[src/sv/kopt_pkg.sv]
`timescale 1ns / 1ps
`default_nettype none
// ----------------------------------------------------------------------------
// kopt_pkg: shared types and constants
// Command and status codes, the request and result records, and the engine
// states used by the key owner permission table.
// ----------------------------------------------------------------------------
package kopt_pkg;

  localparam int TABLE_DEPTH = 32;

  // Depth of the request queue and of the result queue.
  localparam int Q_DEPTH = 2;
  localparam int Q_PTR_W = (Q_DEPTH > 1) ? $clog2(Q_DEPTH) : 1;
  localparam int Q_CNT_W = $clog2(Q_DEPTH + 1);

  typedef enum logic [1:0] {
    CMD_CLEAR      = 2'd0,
    CMD_REGISTER   = 2'd1,
    CMD_UNREGISTER = 2'd2,
    CMD_CHECK      = 2'd3
  } cmd_e;

  typedef enum logic [1:0] {
    STATUS_OK         = 2'd0,
    STATUS_TABLE_FULL = 2'd1,
    STATUS_NOT_FOUND  = 2'd2
  } status_e;

  typedef enum logic [1:0] {
    ENG_IDLE,
    ENG_MATCH,
    ENG_APPLY
  } eng_state_e;

  typedef struct packed {
    cmd_e               op;
    logic        [15:0] key_id;
    logic signed [31:0] owner_id;
  } req_t;

  typedef struct packed {
    logic    permitted;
    status_e status;
  } result_t;

endpackage : kopt_pkg
`default_nettype wire

[src/sv/key_owner_permission_table.sv]
`timescale 1ns / 1ps
`default_nettype none
// ----------------------------------------------------------------------------
// key_owner_permission_table: key handle / owner partition table
// Queue-style front accepts clear, register, unregister and check requests;
// a table engine executes them; results leave through a result queue.
//
//   channel   handshake         payload
//   request   push / full       command, key_id, owner_id
//   result    empty / pop       permitted, status
//
// The engine takes each request through load, a compare of all entries in
// parallel, then priority pick and table update, and takes no new request
// until the current one has pushed its result.
// Reset clears the table at once; there is no clearing pass.
// A stalled result consumer fills the result queue and then the request
// queue before full rises.
// ----------------------------------------------------------------------------
module key_owner_permission_table (
  input  wire logic               clk,
  input  wire logic               rst,
  input  wire logic               push,
  output logic                    full,
  input  wire logic        [1:0]  command,
  input  wire logic        [15:0] key_id,
  input  wire logic signed [31:0] owner_id,
  output logic                    empty,
  input  wire logic               pop,
  output logic                    permitted,
  output logic             [1:0]  status
);
  import kopt_pkg::*;

  logic    req_valid;
  req_t    req;
  logic    req_pop;
  logic    res_full;
  logic    res_push;
  result_t res;

  kopt_req_queue u_req_queue (
    .clk       (clk),
    .rst       (rst),
    .push      (push),
    .full      (full),
    .command   (command),
    .key_id    (key_id),
    .owner_id  (owner_id),
    .req_valid (req_valid),
    .req       (req),
    .req_pop   (req_pop)
  );

  kopt_engine u_engine (
    .clk       (clk),
    .rst       (rst),
    .req_valid (req_valid),
    .req       (req),
    .req_pop   (req_pop),
    .res_full  (res_full),
    .res_push  (res_push),
    .res       (res)
  );

  kopt_res_queue u_res_queue (
    .clk       (clk),
    .rst       (rst),
    .res_push  (res_push),
    .res       (res),
    .res_full  (res_full),
    .empty     (empty),
    .pop       (pop),
    .permitted (permitted),
    .status    (status)
  );

endmodule : key_owner_permission_table
`default_nettype wire

[src/sv/kopt_req_queue.sv]
`timescale 1ns / 1ps
`default_nettype none
// ----------------------------------------------------------------------------
// kopt_req_queue: front end
// Accepts requests, decodes the command field and holds the decoded requests
// in a short queue until the table engine takes them.
// ----------------------------------------------------------------------------
module kopt_req_queue (
  input  wire logic               clk,
  input  wire logic               rst,
  input  wire logic               push,
  output logic                    full,
  input  wire logic        [1:0]  command,
  input  wire logic        [15:0] key_id,
  input  wire logic signed [31:0] owner_id,
  output logic                    req_valid,
  output kopt_pkg::req_t          req,
  input  wire logic               req_pop
);
  import kopt_pkg::*;

  req_t               slots [Q_DEPTH];
  logic [Q_PTR_W-1:0] wr_ptr;
  logic [Q_PTR_W-1:0] rd_ptr;
  logic [Q_CNT_W-1:0] count;
  logic               do_push;
  logic               do_pop;
  req_t               decoded;

  always_comb begin
    decoded          = '0;
    decoded.op       = cmd_e'(command);
    decoded.key_id   = key_id;
    decoded.owner_id = owner_id;
  end

  assign full      = (count == Q_CNT_W'(Q_DEPTH));
  assign req_valid = (count != '0);
  assign req       = slots[rd_ptr];
  assign do_push   = push && !full;
  assign do_pop    = req_pop && req_valid;

  always_ff @(posedge clk) begin
    if (do_push) begin
      slots[wr_ptr] <= decoded;
    end
  end

  always_ff @(posedge clk) begin
    if (rst) begin
      wr_ptr <= '0;
      rd_ptr <= '0;
      count  <= '0;
    end else begin
      if (do_push) begin
        wr_ptr <= (wr_ptr == Q_PTR_W'(Q_DEPTH - 1)) ? '0 : wr_ptr + Q_PTR_W'(1);
      end
      if (do_pop) begin
        rd_ptr <= (rd_ptr == Q_PTR_W'(Q_DEPTH - 1)) ? '0 : rd_ptr + Q_PTR_W'(1);
      end
      if (do_push && !do_pop) begin
        count <= count + Q_CNT_W'(1);
      end else if (do_pop && !do_push) begin
        count <= count - Q_CNT_W'(1);
      end
    end
  end

  a_req_count_bound : assert property (@(posedge clk) disable iff (rst)
    count <= Q_CNT_W'(Q_DEPTH))
    else $error("request queue holds more than its depth");

endmodule : kopt_req_queue
`default_nettype wire

[src/sv/kopt_engine.sv]
`timescale 1ns / 1ps
`default_nettype none
// ----------------------------------------------------------------------------
// kopt_engine: back end
// Holds the table of (handle, partition) pairs and carries out one request
// at a time: a compare pass over all entries, then a priority pick and update.
// ----------------------------------------------------------------------------
module kopt_engine (
  input  wire logic            clk,
  input  wire logic            rst,
  input  wire logic            req_valid,
  input  wire kopt_pkg::req_t  req,
  output logic                 req_pop,
  input  wire logic            res_full,
  output logic                 res_push,
  output kopt_pkg::result_t    res
);
  import kopt_pkg::*;

  logic        [15:0]      entry_handle    [TABLE_DEPTH];
  logic signed [31:0]      entry_partition [TABLE_DEPTH];

  eng_state_e              state;
  eng_state_e              state_next;
  req_t                    cur;
  logic [TABLE_DEPTH-1:0]  match;
  logic [TABLE_DEPTH-1:0]  match_next;
  logic [TABLE_DEPTH-1:0]  pick;
  logic                    hit;
  logic                    load;
  logic                    apply;

  always_ff @(posedge clk) begin
    if (rst) begin
      state <= ENG_IDLE;
    end else begin
      state <= state_next;
    end
  end

  always_comb begin
    state_next = state;
    load       = 1'b0;
    apply      = 1'b0;
    unique case (state)
      ENG_IDLE: begin
        // Start only when the result has somewhere to go.
        if (req_valid && !res_full) begin
          load       = 1'b1;
          state_next = ENG_MATCH;
        end
      end
      ENG_MATCH: begin
        state_next = ENG_APPLY;
      end
      ENG_APPLY: begin
        apply      = 1'b1;
        state_next = ENG_IDLE;
      end
      default: begin
        state_next = ENG_IDLE;
      end
    endcase
  end

  assign req_pop  = load;
  assign res_push = apply;

  always_ff @(posedge clk) begin
    if (load) begin
      cur <= req;
    end
  end

  // Every entry is compared against the request at once; which test counts
  // depends on the command.
  always_comb begin
    for (int i = 0; i < TABLE_DEPTH; i++) begin
      unique case (cur.op)
        CMD_REGISTER:
          match_next[i] = (entry_handle[i] == 16'd0) && (entry_partition[i] == 32'sd0);
        CMD_UNREGISTER:
          match_next[i] = (entry_handle[i] == cur.key_id);
        CMD_CHECK:
          match_next[i] = (entry_handle[i] == cur.key_id) &&
                          (entry_partition[i] == cur.owner_id);
        default:
          match_next[i] = 1'b0;
      endcase
    end
  end

  always_ff @(posedge clk) begin
    if (state == ENG_MATCH) begin
      match <= match_next;
    end
  end

  // Lowest set bit of the match vector wins.
  assign pick = match & (~match + TABLE_DEPTH'(1));
  assign hit  = |match;

  always_ff @(posedge clk) begin
    if (rst) begin
      for (int i = 0; i < TABLE_DEPTH; i++) begin
        entry_handle[i]    <= '0;
        entry_partition[i] <= '0;
      end
    end else if (apply) begin
      for (int i = 0; i < TABLE_DEPTH; i++) begin
        if ((cur.op == CMD_CLEAR) || ((cur.op == CMD_UNREGISTER) && pick[i])) begin
          entry_handle[i]    <= '0;
          entry_partition[i] <= '0;
        end else if ((cur.op == CMD_REGISTER) && pick[i]) begin
          entry_handle[i]    <= cur.key_id;
          entry_partition[i] <= cur.owner_id;
        end
      end
    end
  end

  always_comb begin
    res.permitted = (cur.op == CMD_CHECK) && hit;
    if ((cur.op == CMD_REGISTER) && !hit) begin
      res.status = STATUS_TABLE_FULL;
    end else if ((cur.op == CMD_UNREGISTER) && !hit) begin
      res.status = STATUS_NOT_FOUND;
    end else begin
      res.status = STATUS_OK;
    end
  end

  a_pick_onehot : assert property (@(posedge clk) disable iff (rst)
    (state == ENG_APPLY) |-> $onehot0(pick))
    else $error("priority pick selected more than one entry");

  a_clear_zeroes : assert property (@(posedge clk) disable iff (rst)
    (apply && (cur.op == CMD_CLEAR)) |=>
      (entry_handle[0] == 16'd0) && (entry_partition[0] == 32'sd0))
    else $error("clear left the first entry nonzero");

  a_push_has_room : assert property (@(posedge clk) disable iff (rst)
    res_push |-> !res_full)
    else $error("result pushed into a full result queue");

endmodule : kopt_engine
`default_nettype wire

[src/sv/kopt_res_queue.sv]
`timescale 1ns / 1ps
`default_nettype none
// ----------------------------------------------------------------------------
// kopt_res_queue: result queue
// Holds finished results until the consumer pops them, so the engine can
// move on while a result waits.
// ----------------------------------------------------------------------------
module kopt_res_queue (
  input  wire logic              clk,
  input  wire logic              rst,
  input  wire logic              res_push,
  input  wire kopt_pkg::result_t res,
  output logic                   res_full,
  output logic                   empty,
  input  wire logic              pop,
  output logic                   permitted,
  output logic [1:0]             status
);
  import kopt_pkg::*;

  result_t            slots [Q_DEPTH];
  logic [Q_PTR_W-1:0] wr_ptr;
  logic [Q_PTR_W-1:0] rd_ptr;
  logic [Q_CNT_W-1:0] count;
  logic               do_push;
  logic               do_pop;
  result_t            head;

  assign res_full  = (count == Q_CNT_W'(Q_DEPTH));
  assign empty     = (count == '0);
  assign do_push   = res_push && !res_full;
  assign do_pop    = pop && !empty;
  assign head      = slots[rd_ptr];
  assign permitted = head.permitted;
  assign status    = head.status;

  always_ff @(posedge clk) begin
    if (do_push) begin
      slots[wr_ptr] <= res;
    end
  end

  always_ff @(posedge clk) begin
    if (rst) begin
      wr_ptr <= '0;
      rd_ptr <= '0;
      count  <= '0;
    end else begin
      if (do_push) begin
        wr_ptr <= (wr_ptr == Q_PTR_W'(Q_DEPTH - 1)) ? '0 : wr_ptr + Q_PTR_W'(1);
      end
      if (do_pop) begin
        rd_ptr <= (rd_ptr == Q_PTR_W'(Q_DEPTH - 1)) ? '0 : rd_ptr + Q_PTR_W'(1);
      end
      if (do_push && !do_pop) begin
        count <= count + Q_CNT_W'(1);
      end else if (do_pop && !do_push) begin
        count <= count - Q_CNT_W'(1);
      end
    end
  end

endmodule : kopt_res_queue
`default_nettype wire

[config.mk]
export PLATFORM = sky130hd
export DESIGN_NAME = key_owner_permission_table
export DESIGN_NICKNAME = d
export VERILOG_FILES = /design/src/sv/kopt_pkg.sv /design/src/sv/key_owner_permission_table.sv /design/src/sv/kopt_req_queue.sv /design/src/sv/kopt_engine.sv /design/src/sv/kopt_res_queue.sv
export SDC_FILE = /design/constraint.sdc
export NUM_CORES = 2
export LEC_CHECK = 0
export BUFFER_PORTS_ARGS = -buffer_cell sky130_fd_sc_hd__buf_2
export CORE_UTILIZATION = 60
export CTS_CLUSTER_SIZE = 8
export DETAILED_ROUTE_END_ITERATION = 7
export HOLD_SLACK_MARGIN = 0.06
export PLACE_DENSITY = 0.76
export SLEW_MARGIN = 20
export SYNTH_ARGS = -nofsm -noshare
export SYNTH_HDL_FRONTEND = slang
export SYNTH_SLANG_ARGS = --single-unit
[constraint.sdc]
create_clock -name clk -period 9.7 [get_ports clk]
set_clock_uncertainty 0.1 [all_clocks]
set_input_delay 1.455 -clock clk [delete_from_list [all_inputs] [get_ports clk]]
set_output_delay 1.455 -clock clk [all_outputs]
set_load 0.02 [all_outputs]
Word-level counts from Yosys, hierarchy flattened
Memory sizes are Yosys's and may differ from the RTL's. A register that Yosys moved wholly into a read port is not among the register bits.
Index checks and enable logic that the tools add are counted.
Widths: inputs -> output; s select.
- bits in registers: 42
- bits in writable memories: 1642
- input bits: 54
- output and inout bits: 5
- word-level logic and storage cells: 945
- memories: 4
- memories (name ; words ; bits a word ; rd ports ; clocked after memory_dff ; write ports ; line ; RTL):
    u_engine.entry_partition ; 32 ; 32 ; 32 ; 0 ; 32 ; kopt_engine.sv:21 ; logic signed [31:0] entry_partition [TABLE_DEPTH];
    u_engine.entry_handle ; 32 ; 16 ; 32 ; 0 ; 32 ; kopt_engine.sv:20 ; logic [15:0] entry_handle [TABLE_DEPTH];
    u_req_queue.slots ; 2 ; 50 ; 1 ; 1 ; 1 ; kopt_req_queue.sv:22 ; req_t slots [Q_DEPTH];
    u_res_queue.slots ; 2 ; 3 ; 1 ; 1 ; 1 ; kopt_res_queue.sv:21 ; result_t slots [Q_DEPTH];
- $add $sub $neg: 9
- equality and inequality tests: 72
- muxes and demuxes: 471
- bitwise operators: 130
- reductions and logical operators: 251
- operators by type and width (kind ; number):
    $mux 32 ; 64
    $eq 32x32->1 ; 32
    $logic_not 32->1 ; 32
    $mux 16 ; 64
    $eq 16x16->1 ; 32
    $logic_not 16->1 ; 32
    $mux 1 ; 303
    $logic_and 1x1->1 ; 140
    $or 1x1->1 ; 128
    $pmux 1 s3 ; 32
    $add 32x1->32 const B ; 1
    $and 32x32->32 ; 1
    $logic_or 1x1->1 ; 32
    $not 32->32 ; 1
    $reduce_or 32->1 ; 1
    $mux 2 ; 7
    $eq 2x2->1 const B ; 5
    $logic_not 1->1 ; 8
    $logic_not 2->1 ; 3
    $reduce_bool 2->1 ; 3
    $add 1x1->1 const B ; 4
    $add 2x1->2 const B ; 2
    $eq 2x1->1 const B ; 2
    $pmux 2 s2 ; 1
    other kinds (2) ; 3

Depth between registers and ports, before layout
- depth in word-level cells: 11
- depth in mapped cells: 8
- mapped depth without buffers: 7

Cells and area by module
From an unflattened synthesis, not the netlist that was laid out.
- cells, all modules: 6863
- area, all modules: 86180.2 µm²
- modules (own cells, without submodules) (module ; instances ; cells each ; area an instance (µm²) ; sequential area each (µm²)):
    kopt_engine ; 1 ; 6648 ; 81933.6 ; 48626.6
    kopt_req_queue ; 1 ; 181 ; 3814.9 ; 3103.0
    kopt_res_queue ; 1 ; 34 ; 431.7 ; 280.3

Worst setup path after synthesis
Ideal clock, no wire load.
- kind: reg-to-reg
- start point: register u_res_queue.count[0]
- end point: register u_req_queue.count[1]
- setup time: 0.071 ns
- data arrival time: 6.796 ns
- required time: 9.529 ns
- setup slack: 2.733 ns
- stages on the path, launching flop included: 8
- buffers on the path: 0
- period minus slack after synthesis: 6.967 ns
- path through: dfxtp_1 nor2b_1 nor4_1 inv_1 ha_1 xor2_1 or3_1 a21oi_1
- word-level cells in the longest chain between the ends: 9
- elaborated cells between the ends (all ways): 11
- classes of those cells: 1 x eq/ne; 3 x mux; 7 x reduce/logical
- ends and longest elaborated chain (what ; line ; RTL):
    from (decl) ; kopt_res_queue.sv:24 ; logic [Q_CNT_W-1:0] count;
    from (signal assigned) ; kopt_res_queue.sv:56 ; count <= count + Q_CNT_W'(1);
    from (signal assigned) ; kopt_res_queue.sv:58 ; count <= count - Q_CNT_W'(1);
    $eq 2x2->1 (*) ; kopt_res_queue.sv:29 ; assign res_full = (count == Q_CNT_W'(Q_DEPTH));
    $logic_not 1->1 (*) ; kopt_engine.sv:48 ; if (req_valid && !res_full) begin
    $logic_and 1x1->1 (*) ; kopt_engine.sv:48 ;
    $mux 1 (*) ; kopt_engine.sv:48 ;
    $mux 1 (*) ; kopt_engine.sv:45 ; unique case (state)
    named net req_pop ; key_owner_permission_table.sv:36 ; logic req_pop;
    $logic_and 1x1->1 (*) ; kopt_req_queue.sv:41 ; assign do_pop = req_pop && req_valid;
    $logic_not 1->1 ; kopt_req_queue.sv:61 ; if (do_push && !do_pop) begin
    $logic_and 1x1->1 ; kopt_req_queue.sv:61 ;
    $mux 2 / $reduce_bool 2->1 (equally long branches) ; n/a ;
    to (signal assigned) ; kopt_req_queue.sv:62 ; count <= count + Q_CNT_W'(1);
    to (signal assigned) ; kopt_req_queue.sv:64 ; count <= count - Q_CNT_W'(1);
    to (decl) ; kopt_req_queue.sv:25 ; logic [Q_CNT_W-1:0] count;
The timed path passes the listed nets; every way through them passes the cells marked *.
A chain may end at the register's enable or synchronous reset.

==> summary.txt <==
Clock tree
  – Clock sink count: 1,735
  – Clk Tree Root Cell: clkbuf_16
  – Hold_buf cts: 0
  – Cts bufs inserted: 234
  – Clock latency at the later pin of the worst-skew pair: 0.89 ns
  – Max H-tree Level: 4
  – Clock-pin slew on the worst setup and hold paths: 0.05 ns
  – Post-CTS Resized: 0
  – Max Root-Sink Buffers: 3
  – Post-CTS setup buffers: 0
  – CTS tree: built

Logic synthesis
  – Most frequent cells after synthesis: edfxtp_1 (1,724), and2_1 (1,059), xor2_1 (985)
  – Most frequent cell after synthesis: edfxtp_1
  – Top post-synthesis cells by area: edfxtp_1 (60%), xor2_1 (10%), and2_1 (7.7%)
  – Cell count after synthesis: 6,787
  – Async S/R FF share, synth: 0%
  – Synth top area share: 60.3%
  – Synth warn: 0
  – Biggest area consumer among synthesized cells: edfxtp_1
  – Post-synthesis sequential element count: 1,735
  – Syn Nets: 6,843
  – Post-Syn Area: 85,900 sq um
  – Register area share after synthesis: 60.5%
  – Synthesized area per cell: 12.7 sq um
  – Post-synth EDFFs: 1,724
  – Top FF cell, synth: edfxtp_1
  – Synth cell types: 41

Power
  – Pwr dens: 262 nW/um^2
  – Total power: 24.8 mW
  – Total leakage power: 34.4 nW
  – VDD IR max: 0.268 mV

Worst setup path
  – Crit-path max FO: 48
  – Critical Path End Type: register
  – Crit Path Class: register to register
  – Worst R2R Path Depth: 6
  – Reg2reg setup slack: 4.79 ns
  – Ordered cell list for the critical path: or4_4, nor4b_4, nand4_1, nand2b_1, o31ai_4, buf_4
  – Critical Path RT: 10.09 ns
  – Reg-to-reg endpoint: u_engine.entry_partition[7][62]
  – Crit-path max cell delay: 0.93 ns
  – Worst path slowest cell: nand2b_1
  – Startpoint types: register
  – Critical path arrival: 5.30 ns
  – FF-to-FF Start: u_engine.match[1]

Placement
  – DP Wirelength: 136 mm
  – Pre-CTS WS: 4.85 ns
  – Routability cong.: 0.871
  – IO Port Bufs: 58

STA
  – # setup viols final: 0
  – Final period utilization: 50.6%
  – Hold Violations, Final: 0
  – Setup TNS: 0 ns
  – Hold_ws: 0.404 ns
  – Relative slew slack: 23.6%
  – Minimum clock period: 4.91 ns
  – RSZ-0062 raised after global routing: false
  – Slew of the pin with the lowest slew margin: 1.15 ns
  – Max Slew Vio Count: 0
  – Setup ws final: 4.79 ns
  – Fmax: 204 MHz

Die
  – Starting Density: 60.6%
  – Die Ht: 380 um
  – Total core area: 142,000 sq um
  – Ports: 59
  – Die area: 145,000 sq um
  – Die width: 380 um
  – Row cnt: 138

Routing
  – Drt total wl: 241 mm
  – TritonRoute pass-1 iters: 6
  – DRC: 0
  – Post-DRT Antenna Nets: 0
  – Vias: 56,200
  – Initial drt markers: 8,069
  – Via density: 6.53
  – Drt wl/cell: 28.0 um

GRT
  – Total global routing overflow: 0
  – Pin count of the biggest net entering global routing: 100
  – GRT Resource Usage Total: 33.0%
  – First-pass GRT wire length: 355 mm
  – Vias in the first global route: 55,100
  – Initial antenna violation count: 16

Worst hold path
  – Hold path start: u_req_queue.count[1]
  – Hold WC Path Type: register to register
  – Hold EP: u_req_queue.count[1]
  – Worst hold stages: 2

Flow run
  – Max Cap Violations: 0

Finish
  – Share of cells above drive strength 1: 9.06%
  – Area grow syn2layout: 10.2%
  – Final Util: 66.7%
  – Total Nets Final: 6,735

Status
  – Outcome: complete, no violations
## registers in the layout, summed over array words and instances (netlist names), 2 cells and up, named ones only
| signal | cells |
|---|---|
| u_req_queue.slots | 100 |
| u_engine.match | 32 |
| u_engine.state | 2 |
| u_engine.entry_handle | 512 |
| u_engine.entry_partition | 1024 |
| u_req_queue.count | 2 |
| u_engine.cur | 50 |
| u_res_queue.count | 2 |
| u_res_queue.slots | 6 |
## power by group
group | total [mW] | internal, mW | switching, mW
Clock | 7.35 | 4.28 | 3.07
Combinational | 8.02 | 2.17 | 5.84
Sequential | 9.43 | 9.00 | 0.434
Total | 24.8 | 15.5 | 9.34
## per-layer routing
layer,GRT usage [%],vias up,routed length [um]
met4,14.2,4,10500
met2,51.8,3439,111000
met3,6.09,608,27100
li1,-,24200,-
met1,45.3,28000,92300
met5,0,-,14
## cell families after synthesis
logic type,after synthesis,share of synthesized area [%]
AND/OR/NAND/NOR,2742,19.4
flip-flops,1735,60.5
XOR/XNOR,1544,15.7
buffers and inverters,592,2.63
AO/OA/AOI/OAI,114,0.889
multiplexers,53,0.695
adder cells (fa/ha/maj),7,0.0874
## through the flow
stage          instances  cell area, sq um
5_1_grt             8613             94600
4_1_cts             8612             94600
6_report            8615             94600
2_1_floorplan       6787             85900
3_5_place_dp        8333             88200
3_3_place_gp        8331             88200
## critical path, delay by kind of cell (launching register included)
kind	cells	cell delay (ns)
simple gates	4	3.00
buf+inv	1	0.55
flops	1	0.46
compound gates	1	0.42
## cell type report
cell class	instances	area [sq um]
Antenna cell	3	7.51
Clock buffer	264	5970
Clock inverter	15	413
Fill cell	9938	47200
Inverter	15	56.3
Multi-Input combinational cell	4460	32100
Sequential cell	1735	52000
Tap cell	1890	2360
Timing Repair Buffer	233	1660
## worst max-delay path by stage
stage,startpoint,to,slack [ns]
after CTS,u_engine.match[1],u_engine.entry_partition[7][52],4.88
after global routing,u_engine.match[1],u_engine.entry_partition[7][42],4.67
final,u_engine.match[1],u_engine.entry_partition[7][62],4.79
after detailed placement,u_engine.match[1],u_engine.entry_partition[7][45],4.85
after floorplan,u_res_queue.count[0],u_req_queue.count[1],2.73
after global placement,u_engine.match[3],u_engine.entry_partition[7][41],5.00
## placed cells by master (no fill, tap or decap), types with 58 or more instances in the layout
cell type,count
edfxtp_1,1724
xor2_1,985
buf_4,170
nor4_1,692
buf_2,58
and2_1,1058
nand2_1,98
clkbuf_16,234
nand4_1,236
and3_1,289
xnor2_1,559
nor2_1,73
nor3_1,109
nand3_1,73
Power figures use the tool's default switching activity.
